`config.mk`:
```
export PLATFORM = sky130hd
export DESIGN_NAME = lr4x_section
export DESIGN_NICKNAME = d
export VERILOG_FILES = /design/src/rtl/core/lr4x_pkg.sv /design/src/rtl/core/lr4x_section.sv
export VERILOG_INCLUDE_DIRS = /design/src /design/src/rtl/core
export SDC_FILE = /design/constraint.sdc
export NUM_CORES = 2
export LEC_CHECK = 0
export ABC_AREA = 1
export ABC_CLOCK_PERIOD_IN_PS = 11400
export BUFFER_PORTS_ARGS = -buffer_cell sky130_fd_sc_hd__buf_2
export CAP_MARGIN = 10
export CORE_UTILIZATION = 40
export CTS_CLUSTER_DIAMETER = 100
export DETAILED_ROUTE_END_ITERATION = 7
export GPL_ROUTABILITY_DRIVEN = 0
export PLACE_DENSITY = 0.66
export SKIP_LAST_GASP = 1
export SLEW_MARGIN = 10
export SYNTH_ARGS = -nofsm -noshare
export SYNTH_HDL_FRONTEND = slang
export SYNTH_SLANG_ARGS = --single-unit
```
`constraint.sdc`:
```
create_clock -name i_clk -period 11.4 [get_ports i_clk]
set_input_delay 2.28 -clock i_clk [delete_from_list [all_inputs] [get_ports i_clk]]
set_output_delay 2.28 -clock i_clk [all_outputs]
set_load 0.02 [all_outputs]
```
`src/rtl/core/lr4_audio_crossover_macros.svh`:
```
// ----------------------------------------------------------------------------
// LR4 crossover assertion macros
// Shared concurrent assertion forms for the crossover RTL.
// ----------------------------------------------------------------------------
`ifndef LR4_AUDIO_CROSSOVER_MACROS_SVH
`define LR4_AUDIO_CROSSOVER_MACROS_SVH

// Same-cycle implication, checked out of reset.
`define LR4X_ASSERT_IMP(name, clk, rst_n, cond, prop) \
    name: assert property (@(posedge clk) disable iff (!rst_n) (cond) |-> (prop)) \
        else $error("lr4x assertion failed");

// Next-cycle implication, checked out of reset.
`define LR4X_ASSERT_NXT(name, clk, rst_n, cond, prop) \
    name: assert property (@(posedge clk) disable iff (!rst_n) (cond) |=> (prop)) \
        else $error("lr4x assertion failed");

`endif

```
`src/rtl/core/lr4x_pkg.sv`:
```
`timescale 1ns / 1ps
// ----------------------------------------------------------------------------
// LR4 crossover package
// Widths, fixed-point constants, shared types and saturation helpers.
// ----------------------------------------------------------------------------
package lr4x_pkg;

    localparam int SAMPLE_BITS    = 24;
    localparam int COEF_BITS      = 32;
    localparam int COEF_FRAC_BITS = 30;
    localparam int STATE_BITS     = 48;
    localparam int STATE_FRAC     = 16;
    localparam int STATE_SHIFT    = COEF_FRAC_BITS - STATE_FRAC;
    localparam int ACC_BITS       = 64;

    // Digit-serial multiplier geometry
    localparam int DIGIT_BITS = 8;
    localparam int NUM_DIGITS = (SAMPLE_BITS + DIGIT_BITS - 1) / DIGIT_BITS;
    localparam int OPND_BITS  = NUM_DIGITS * DIGIT_BITS;
    localparam int CNT_BITS   = (NUM_DIGITS > 1) ? $clog2(NUM_DIGITS) : 1;
    localparam int PROD_BITS  = COEF_BITS + DIGIT_BITS + 1;

    localparam logic signed [ACC_BITS-1:0] ONE_ACC    = ACC_BITS'(1);
    localparam logic signed [ACC_BITS-1:0] SAMPLE_MAX = (ONE_ACC <<< (SAMPLE_BITS - 1)) - ONE_ACC;
    localparam logic signed [ACC_BITS-1:0] SAMPLE_MIN = -SAMPLE_MAX - ONE_ACC;
    localparam logic signed [ACC_BITS-1:0] STATE_MAX  = (ONE_ACC <<< (STATE_BITS - 1)) - ONE_ACC;
    localparam logic signed [ACC_BITS-1:0] STATE_MIN  = -STATE_MAX - ONE_ACC;
    localparam logic signed [ACC_BITS-1:0] RND_Y      = ONE_ACC <<< (COEF_FRAC_BITS - 1);
    localparam logic signed [ACC_BITS-1:0] RND_ST     = ONE_ACC <<< (STATE_SHIFT - 1);

    // Register indexes of the write channel
    typedef enum logic [2:0] {
        CFG_ENABLE,
        CFG_LOW_GAIN,
        CFG_HIGH_GAIN,
        CFG_FB_ONE,
        CFG_FB_TWO
    } t_cfg_index;

    typedef enum logic [2:0] {
        SEC_IDLE,
        SEC_MUL_P,
        SEC_CALC_Y,
        SEC_MUL_F,
        SEC_UPDATE,
        SEC_DONE
    } t_sec_state;

    typedef enum logic [1:0] {
        TOP_IDLE,
        TOP_FILTER,
        TOP_BYPASS
    } t_top_state;

    typedef struct packed {
        logic start;
        logic ack;
    } t_sec_ctrl;

    typedef struct packed {
        logic busy;
        logic done;
    } t_sec_stat;

    function automatic logic signed [SAMPLE_BITS-1:0] sat_sample(
        input logic signed [ACC_BITS-1:0] v
    );
        logic signed [SAMPLE_BITS-1:0] r;
        if (v > SAMPLE_MAX) begin
            r = SAMPLE_MAX[SAMPLE_BITS-1:0];
        end else if (v < SAMPLE_MIN) begin
            r = SAMPLE_MIN[SAMPLE_BITS-1:0];
        end else begin
            r = v[SAMPLE_BITS-1:0];
        end
        return r;
    endfunction

    function automatic logic signed [STATE_BITS-1:0] sat_state(
        input logic signed [ACC_BITS-1:0] v
    );
        logic signed [STATE_BITS-1:0] r;
        if (v > STATE_MAX) begin
            r = STATE_MAX[STATE_BITS-1:0];
        end else if (v < STATE_MIN) begin
            r = STATE_MIN[STATE_BITS-1:0];
        end else begin
            r = v[STATE_BITS-1:0];
        end
        return r;
    endfunction

    // Bring a delay entry up to coefficient scale
    function automatic logic signed [ACC_BITS-1:0] scale_state(
        input logic signed [STATE_BITS-1:0] d
    );
        logic signed [ACC_BITS-1:0] w;
        w = ACC_BITS'(d);
        return w <<< STATE_SHIFT;
    endfunction

endpackage

```
`src/rtl/core/lr4x_section.sv`:
```
`timescale 1ns / 1ps
`include "lr4_audio_crossover_macros.svh"
// ----------------------------------------------------------------------------
// LR4 crossover band path
// Two cascaded biquad sections run in turn on a digit-serial multiplier.
// ----------------------------------------------------------------------------
module lr4x_section
    import lr4x_pkg::*;
(
    input  logic                          i_clk,
    input  logic                          i_rst_n,
    input  t_sec_ctrl                     i_ctrl,
    input  logic                          i_high_pass,
    input  logic signed [SAMPLE_BITS-1:0] i_sample,
    input  logic signed [COEF_BITS-1:0]   i_gain,
    input  logic signed [COEF_BITS-1:0]   i_fb1,
    input  logic signed [COEF_BITS-1:0]   i_fb2,
    output t_sec_stat                     o_stat,
    output logic signed [SAMPLE_BITS-1:0] o_band
);

    t_sec_state r_state, n_state;
    logic                         r_sect, n_sect;
    logic [CNT_BITS-1:0]          r_cnt, n_cnt;
    logic [OPND_BITS-1:0]         r_opnd, n_opnd;
    logic signed [ACC_BITS-1:0]   r_acc0, n_acc0;
    logic signed [ACC_BITS-1:0]   r_acc1, n_acc1;
    logic signed [ACC_BITS-1:0]   r_qs, n_qs;
    logic signed [ACC_BITS-1:0]   r_pr, n_pr;
    logic signed [SAMPLE_BITS-1:0] r_y, n_y;
    logic signed [STATE_BITS-1:0] r_d0a, n_d0a, r_d1a, n_d1a;
    logic signed [STATE_BITS-1:0] r_d0b, n_d0b, r_d1b, n_d1b;

    logic signed [COEF_BITS-1:0]   coef0;
    logic signed [DIGIT_BITS:0]    dig;
    logic signed [PROD_BITS-1:0]   prod0, prod1;
    logic signed [ACC_BITS-1:0]    acc0_step, acc1_step;
    logic                          last_dig;
    logic signed [STATE_BITS-1:0]  d0_sel, d1_sel;
    logic signed [ACC_BITS-1:0]    sum_y, p2, q, qs_new, pr_new, n0, n1;
    logic signed [SAMPLE_BITS-1:0] y_new;
    logic signed [STATE_BITS-1:0]  d0_new, d1_new;

    // Digit-serial multiply: top digit signed, the rest unsigned, MSB first
    assign coef0     = (r_state == SEC_MUL_F) ? i_fb1 : i_gain;
    assign dig       = {(r_cnt == '0) & r_opnd[OPND_BITS-1], r_opnd[OPND_BITS-1 -: DIGIT_BITS]};
    assign prod0     = coef0 * dig;
    assign prod1     = i_fb2 * dig;
    assign acc0_step = (r_acc0 <<< DIGIT_BITS) + ACC_BITS'(prod0);
    assign acc1_step = (r_acc1 <<< DIGIT_BITS) + ACC_BITS'(prod1);
    assign last_dig  = (r_cnt == CNT_BITS'(NUM_DIGITS - 1));

    assign d0_sel = r_sect ? r_d0b : r_d0a;
    assign d1_sel = r_sect ? r_d1b : r_d1a;

    // Section output and the pre-summed feedforward terms
    assign sum_y  = r_acc0 + scale_state(d0_sel) + RND_Y;
    assign y_new  = sat_sample(sum_y >>> COEF_FRAC_BITS);
    assign p2     = r_acc0 <<< 1;
    assign q      = i_high_pass ? -p2 : p2;
    assign qs_new = q + scale_state(d1_sel) + RND_ST;
    assign pr_new = r_acc0 + RND_ST;

    // Delay update after the feedback products
    assign n0     = r_qs - r_acc0;
    assign n1     = r_pr - r_acc1;
    assign d0_new = sat_state(n0 >>> STATE_SHIFT);
    assign d1_new = sat_state(n1 >>> STATE_SHIFT);

    always_comb begin
        n_state = r_state;
        n_sect  = r_sect;
        n_cnt   = r_cnt;
        n_opnd  = r_opnd;
        n_acc0  = r_acc0;
        n_acc1  = r_acc1;
        n_qs    = r_qs;
        n_pr    = r_pr;
        n_y     = r_y;
        n_d0a   = r_d0a;
        n_d1a   = r_d1a;
        n_d0b   = r_d0b;
        n_d1b   = r_d1b;
        case (r_state)
            SEC_IDLE: begin
                if (i_ctrl.start) begin
                    n_state = SEC_MUL_P;
                    n_sect  = 1'b0;
                    n_cnt   = '0;
                    n_opnd  = OPND_BITS'(i_sample);
                    n_acc0  = '0;
                end
            end
            SEC_MUL_P: begin
                n_acc0 = acc0_step;
                n_opnd = r_opnd << DIGIT_BITS;
                if (last_dig) begin
                    n_cnt   = '0;
                    n_state = SEC_CALC_Y;
                end else begin
                    n_cnt = r_cnt + 1'b1;
                end
            end
            SEC_CALC_Y: begin
                n_y     = y_new;
                n_qs    = qs_new;
                n_pr    = pr_new;
                n_opnd  = OPND_BITS'(y_new);
                n_acc0  = '0;
                n_acc1  = '0;
                n_state = SEC_MUL_F;
            end
            SEC_MUL_F: begin
                n_acc0 = acc0_step;
                n_acc1 = acc1_step;
                n_opnd = r_opnd << DIGIT_BITS;
                if (last_dig) begin
                    n_cnt   = '0;
                    n_state = SEC_UPDATE;
                end else begin
                    n_cnt = r_cnt + 1'b1;
                end
            end
            SEC_UPDATE: begin
                if (!r_sect) begin
                    // Feed the first section's output into the second
                    n_d0a   = d0_new;
                    n_d1a   = d1_new;
                    n_sect  = 1'b1;
                    n_opnd  = OPND_BITS'(r_y);
                    n_acc0  = '0;
                    n_state = SEC_MUL_P;
                end else begin
                    n_d0b   = d0_new;
                    n_d1b   = d1_new;
                    n_state = SEC_DONE;
                end
            end
            SEC_DONE: begin
                if (i_ctrl.ack) begin
                    n_state = SEC_IDLE;
                end
            end
            default: begin
                n_state = SEC_IDLE;
            end
        endcase
    end

    always_ff @(posedge i_clk) begin
        if (!i_rst_n) begin
            r_state <= SEC_IDLE;
            r_sect  <= 1'b0;
            r_cnt   <= '0;
            r_d0a   <= '0;
            r_d1a   <= '0;
            r_d0b   <= '0;
            r_d1b   <= '0;
        end else begin
            r_state <= n_state;
            r_sect  <= n_sect;
            r_cnt   <= n_cnt;
            r_d0a   <= n_d0a;
            r_d1a   <= n_d1a;
            r_d0b   <= n_d0b;
            r_d1b   <= n_d1b;
        end
    end

    always_ff @(posedge i_clk) begin
        r_opnd <= n_opnd;
        r_acc0 <= n_acc0;
        r_acc1 <= n_acc1;
        r_qs   <= n_qs;
        r_pr   <= n_pr;
        r_y    <= n_y;
    end

    assign o_stat.busy = (r_state != SEC_IDLE);
    assign o_stat.done = (r_state == SEC_DONE);
    assign o_band      = r_y;

    `LR4X_ASSERT_IMP(a_start_when_idle, i_clk, i_rst_n, i_ctrl.start, r_state == SEC_IDLE)
    `LR4X_ASSERT_IMP(a_done_after_second, i_clk, i_rst_n, r_state == SEC_DONE, r_sect)
    `LR4X_ASSERT_IMP(a_busy_from_start, i_clk, i_rst_n, $rose(o_stat.busy), $past(i_ctrl.start))

endmodule

```
Word-level counts from Yosys, hierarchy flattened
Index checks and enable logic that the tools add are counted.
W data, S select, Z words.

cells by class
  add/sub/neg operators = 11
  $mul = 2
  magnitude comparators = 6
  equal/unequal tests = 11
  mux-type cells = 28
  bitwise operators = 2
  reductions and logical operators = 14

operators with widths
  operator                  count
  $mux W48                  6
  $pmux W64 S4              1
  $mux W64                  3
  $add A64 B15 Y64 const B  2
  $add A64 B41 Y64          2
  $add A64 B62 Y64          2
  $pmux W64 S2              1
  $sub A64 B64 Y64          2
  $gt A50 B48 Y1 const B    2
  $lt A50 B48 Y1 const B    2
  $mux W24                  4
  $pmux W24 S4              1
  $mul A32 B9 Y41           2
  $add A64 B31 Y64 const B  1
  $neg A64 Y64              1
  $gt A34 B24 Y1 const B    1
  $lt A34 B24 Y1 const B    1
  $mux W32                  1
  $pmux W3 S6               1
  $mux W3                   5
  $ne A2 B2 Y1 const B      5
  $reduce_and A2 Y1         4
  $eq A3 B2 Y1 const B      2
  $eq A3 B3 Y1 const B      2
  other kinds (17)          20

word-level totals
  register bits after elaboration = 502
  bits of input ports = 125
  output and inout port bits = 26
  word-level logic and storage cells = 87

Depth between registers and ports, before layout
  depth in word-level cells = 7
  depth in mapped cells = 36
  depth with buffers taken out = 34

Worst setup path before layout
OpenSTA, ideal clock, no wires.

  path kind = input port to flip-flop
  start point = input port i_fb2[31]
  end point = register r_acc1[58], data pin
  arrival time = 8.578 ns
  required time = 11.147 ns
  path slack = 2.569 ns
  cell stages on the path = 26
  buffers on the path = 1
  cell sequence = clkbuf_1 > nand2_1 > inv_1 > fa_1 > inv_1 > fa_1 > fa_1 > inv_1 > fa_1 > inv_1 > fa_1 > inv_1 > ha_1 > a21oi_1 > a21boi_0 > inv_1 > a21oi_1 > nor2_1 > a21oi_1 > nand4_1 > nand2_1 > o211ai_1 > a21oi_1 > nand2_1 > nand2_1 > nor2_1

between the ends
  word-level cells in the longest chain between the ends = 3

RTL lines
  item                  line                 source
  from (decl)           lr4x_section.sv:17   input logic signed [COEF_BITS-1:0] i_fb2,
  $mul A32 B9 Y41       lr4x_section.sv:48   assign prod1 = i_fb2 * dig;
  $add A64 B41 Y64      lr4x_section.sv:50   assign acc1_step = (r_acc1 <<< DIGIT_BITS) + ACC_BITS'(prod1);
  $pmux W64 S2          lr4x_section.sv:84   case (r_state)
  to (signal assigned)  lr4x_section.sv:173  r_acc1 <= n_acc1;
  to (decl)             lr4x_section.sv:27   logic signed [ACC_BITS-1:0] r_acc1, n_acc1;

No other way between the ends.
A chain may end at the register's enable or synchronous reset.

Worst setup path after layout
  start point = register r_state[0]
  end point = register r_acc0[60], data pin

between the ends
  word-level cells in the longest chain between the ends = 5

RTL lines
  item                    line                                    source
  from (decl)             lr4x_section.sv:22                      t_sec_state r_state, n_state;
  from (signal assigned)  lr4x_section.sv:160                     r_state <= n_state;
  $eq A3 B2 Y1            lr4x_section.sv:45, lr4x_section.sv:84
  $mux W32                lr4x_section.sv:45                      assign coef0 = (r_state == SEC_MUL_F) ? i_fb1 : i_gain;
  $mul A32 B9 Y41         lr4x_section.sv:47                      assign prod0 = coef0 * dig;
  $add A64 B41 Y64        lr4x_section.sv:49                      assign acc0_step = (r_acc0 <<< DIGIT_BITS) + ACC_BITS'(prod0);
  $pmux W64 S4 *          lr4x_section.sv:84
  to (signal assigned)    lr4x_section.sv:172                     r_acc0 <= n_acc0;
  to (decl)               lr4x_section.sv:26                      logic signed [ACC_BITS-1:0] r_acc0, n_acc0;

Every way passes the cells marked *; elsewhere a longest branch is shown, timed or not.

==> impl_metrics.csv <==
group,metric,value,unit
logic_synthesis,avgSynthCellArea,7.14,um2
drt,avgRoutedWirePerCell,18.6,um
critical_path,ff2ff_setup_slack,2.03,ns
logic_synthesis,synth_area,66800,um2
critical_path,cp-start-kind,"flop",
drt,dr_total_vias,62108,
floorplan,die-width,411,um
drt,drt_iter0_drc,6369,
sta,min_period,9.37,ns
cts,h-tree-depth,2,
critical_path,r2r-start,"r_state[0]$_SDFFE_PN0P_",
sta,drv_slew,0,
floorplan,start_util,40.4,%
cts,clk-insertion-delay-late,0.70,ns
critical_path,critPathCaptureType,"flop",
outcome,status,"complete, but fails checks",
drt,post-route-drc-count,6,
critical_path,cp_max_fo,40,
global_routing,grt_pass1_wl,339,mm
cts,clock_sinks,500,
global_routing,overflow,0,
drt,ant_nets,0,
logic_synthesis,synth_cell_type_count,58,
critical_path,rr_endpoint,"r_acc0[60]$_SDFFCE_PP0P_",
drt,viasPerCell,5.35,
cts,path_clk_slew,0.06,ns
outcome,violations,"design-rule violations",
sta,final-setup-viol-count,0,
critical_path,startpoint,"r_state[0]$_SDFFE_PN0P_",
cts,postCtsSetupRepairBufs,0,
logic_synthesis,synth_fp_nets,10641,
cts,clock_path_buffers,3,
sta,fin_setup_tns,0,ns
global_routing,grt_pass1_vias,61593,
logic_synthesis,synth_area_leader_cell,"fa_1",
logic_synthesis,yosysSeqAreaShare,19.5,%
logic_synthesis,synth_top_area_share,18.7,%
sta,fmax,107,MHz
final_layout,nFillCells,16691,
sta,tightest_slew,1.16,ns
logic_synthesis,synth_seq_cells,500,
final_layout,layout_common_cells,"inv_1 (2132), nand2_1 (2018), nor2_1 (779), a21oi_1 (676), fa_1 (622)",
floorplan,die_h,411,um
logic_synthesis,synth_cells,9358,
cts,ctsRootBufferMaster,"clkbuf_16",
critical_path,crit_end,"r_acc0[60]$_SDFFCE_PP0P_",
cts,cts_tree,"done",
logic_synthesis,postSynth.asyncResetShare,0,%
final_layout,areaGrowthSynthToFinish,7.56,%
global_routing,grt_max_degree,175,
cts,cts-resized-gates,0,
final_layout,nNetsFinal,10658,
drt,routed_wl,216,mm
drt,dr.pass1.iters,8,
flow_run,cap_violations,0,
logic_synthesis,synth_edf_count,302,
critical_path,cp.arrival,9.81,ns
global_routing,antenna_found_initial,3,
floorplan,ios,151,
sta,whs,0.485,ns
critical_path,worstSetupPathType,"flop to flop",
sta,final-hold-violation-count,0,
sta,period_share,82.2,%
place,dp_hpwl,174,mm
logic_synthesis,synth_flop_cell,"edfxtp_1",
floorplan,die_area,169000,um2
critical_path,cp.required,11.84,ns
final_layout,drive_gt1_share,3.99,%
place,port_buffers,150,
final_layout,postLayoutCoreUtil,43.4,%
logic_synthesis,synthTopCellsByArea,"fa_1 (19%), edfxtp_1 (14%), inv_1 (12%), nand2_1 (11%), ha_1 (10%)",
hold_path,hp-class,"flop to flop",
sta,rsz0062_at_grt,"no",
cts,cts_buffers,60,
floorplan,coreArea,165000,um2
global_routing,grt_usage,25.5,%
final_layout,final_common_cell,"inv_1",
critical_path,worstRegToRegCells,26,
floorplan,rows,149,
sta,relSlewSlack,22.1,%
cts,cts.hold.buffers_added,0,
sta,clock_skew,0.0361,ns
logic_synthesis,ys_warn_count,0,
==> worst min path at each step <==
| stage | start | endpoint | slack, ns | cells past startpoint |
|---|---|---|---|---|
| detailed placement | r_cnt[1]$_SDFFE_PN0P_ | r_cnt[1]$_SDFFE_PN0P_ | 0.47 | 2 |
| floorplan | r_cnt[1]$_SDFFE_PN0P_ | r_cnt[1]$_SDFFE_PN0P_ | 0.45 | 2 |
| global route | r_cnt[1]$_SDFFE_PN0P_ | r_cnt[1]$_SDFFE_PN0P_ | 0.52 | 2 |
| global placement | r_cnt[1]$_SDFFE_PN0P_ | r_cnt[1]$_SDFFE_PN0P_ | 0.46 | 2 |
| CTS | r_cnt[1]$_SDFFE_PN0P_ | r_cnt[1]$_SDFFE_PN0P_ | 0.48 | 2 |
| finish | r_cnt[1]$_SDFFE_PN0P_ | r_cnt[1]$_SDFFE_PN0P_ | 0.48 | 2 |
==> cell type report <==
| type | instances | area [um2] | area share (%) |
|---|---|---|---|
| Antenna cell | 1 | 2.50 | 0.00348 |
| Clock buffer | 82 | 1730 | 2.41 |
| Clock inverter | 30 | 443 | 0.617 |
| Inverter | 2152 | 8080 | 11.2 |
| Multi-Input combinational cell | 6449 | 44600 | 62.1 |
| Sequential cell | 500 | 13000 | 18.1 |
| Tap cell | 2189 | 2740 | 3.81 |
| Timing Repair Buffer | 212 | 1230 | 1.71 |
==> cell usage after synthesis, drive strengths merged, types with 10 or more instances <==
cell type and count:
a21boi 21, ha 535, xor2 213, fa 623
a21o 39, nand2 2034, o211ai 24, edfxtp 302
nor3 98, a31oi 75, nor2 794, dfxtp 198
a221oi 11, nor4 40, o221ai 10, a22o 15
and3 12, o21bai 51, o21a 145, nand4 53
xnor2 66, inv 2145, buf 52, o21ai 475
clkbuf 205, nand3 395, a21oi 676
==> stage by stage <==
stage	cells	setup WS, ns	cell area (um2)
after global routing	11614	1.27	71800
after global placement	11502	1.54	69700
after CTS	11614	2.07	71800
final	11615	2.03	71800
after detailed placement	11502	1.39	69700
after floorplan	9358	2.57	66800
==> critical path, stage by stage (launching register included) <==
cell	delay [ns]
dfxtp_1	0.36
inv_1	0.10
nor2_4	0.09
clkinv_1	0.06
buf_4	0.28
nor2_4	0.64
inv_1	0.12
o21ai_1	0.91
nor2_1	0.24
fa_1	0.59
inv_1	0.22
fa_1	0.50
fa_1	1.07
inv_1	0.66
fa_1	0.71
inv_1	0.06
fa_1	0.53
inv_1	0.04
ha_1	0.38
nand2_1	0.10
nor2_1	0.15
inv_1	0.09
nor4_1	0.56
nand3_1	0.13
o221ai_1	0.25
a21oi_1	0.10
o21a_1	0.13
==> logic make-up after synthesis <==
family / Yosys count / synth area share, %
buf+inv: 2409 / 13.8
xor+xnor: 280 / 3.69
simple gates: 3444 / 21.0
fa+ha+maj: 1158 / 28.7
flops: 500 / 19.5
compound gates: 1567 / 13.3
==> sequential cells by signal, indices dropped and copies added, names as in the netlist, 24 cells and up <==
register	cells
r_qs	63
r_d0b	48
r_acc0	64
r_d1b	48
r_d0a	48
r_pr	63
o_band	24
r_d1a	48
r_opnd	24
r_acc1	64
==> metal layers <==
metal  GRT usage (%)  share of wire (%)  vias up
met5               0                  0        -
met4            10.9                4.8        0
met3            4.27                9.4      489
met2            40.4                 44     2765
met1            34.1                 42    29606
li1                -                  -    29248
Power is not shown: default switching activity piles up to over one toggle a cycle in this logic, so the estimate is an artifact.
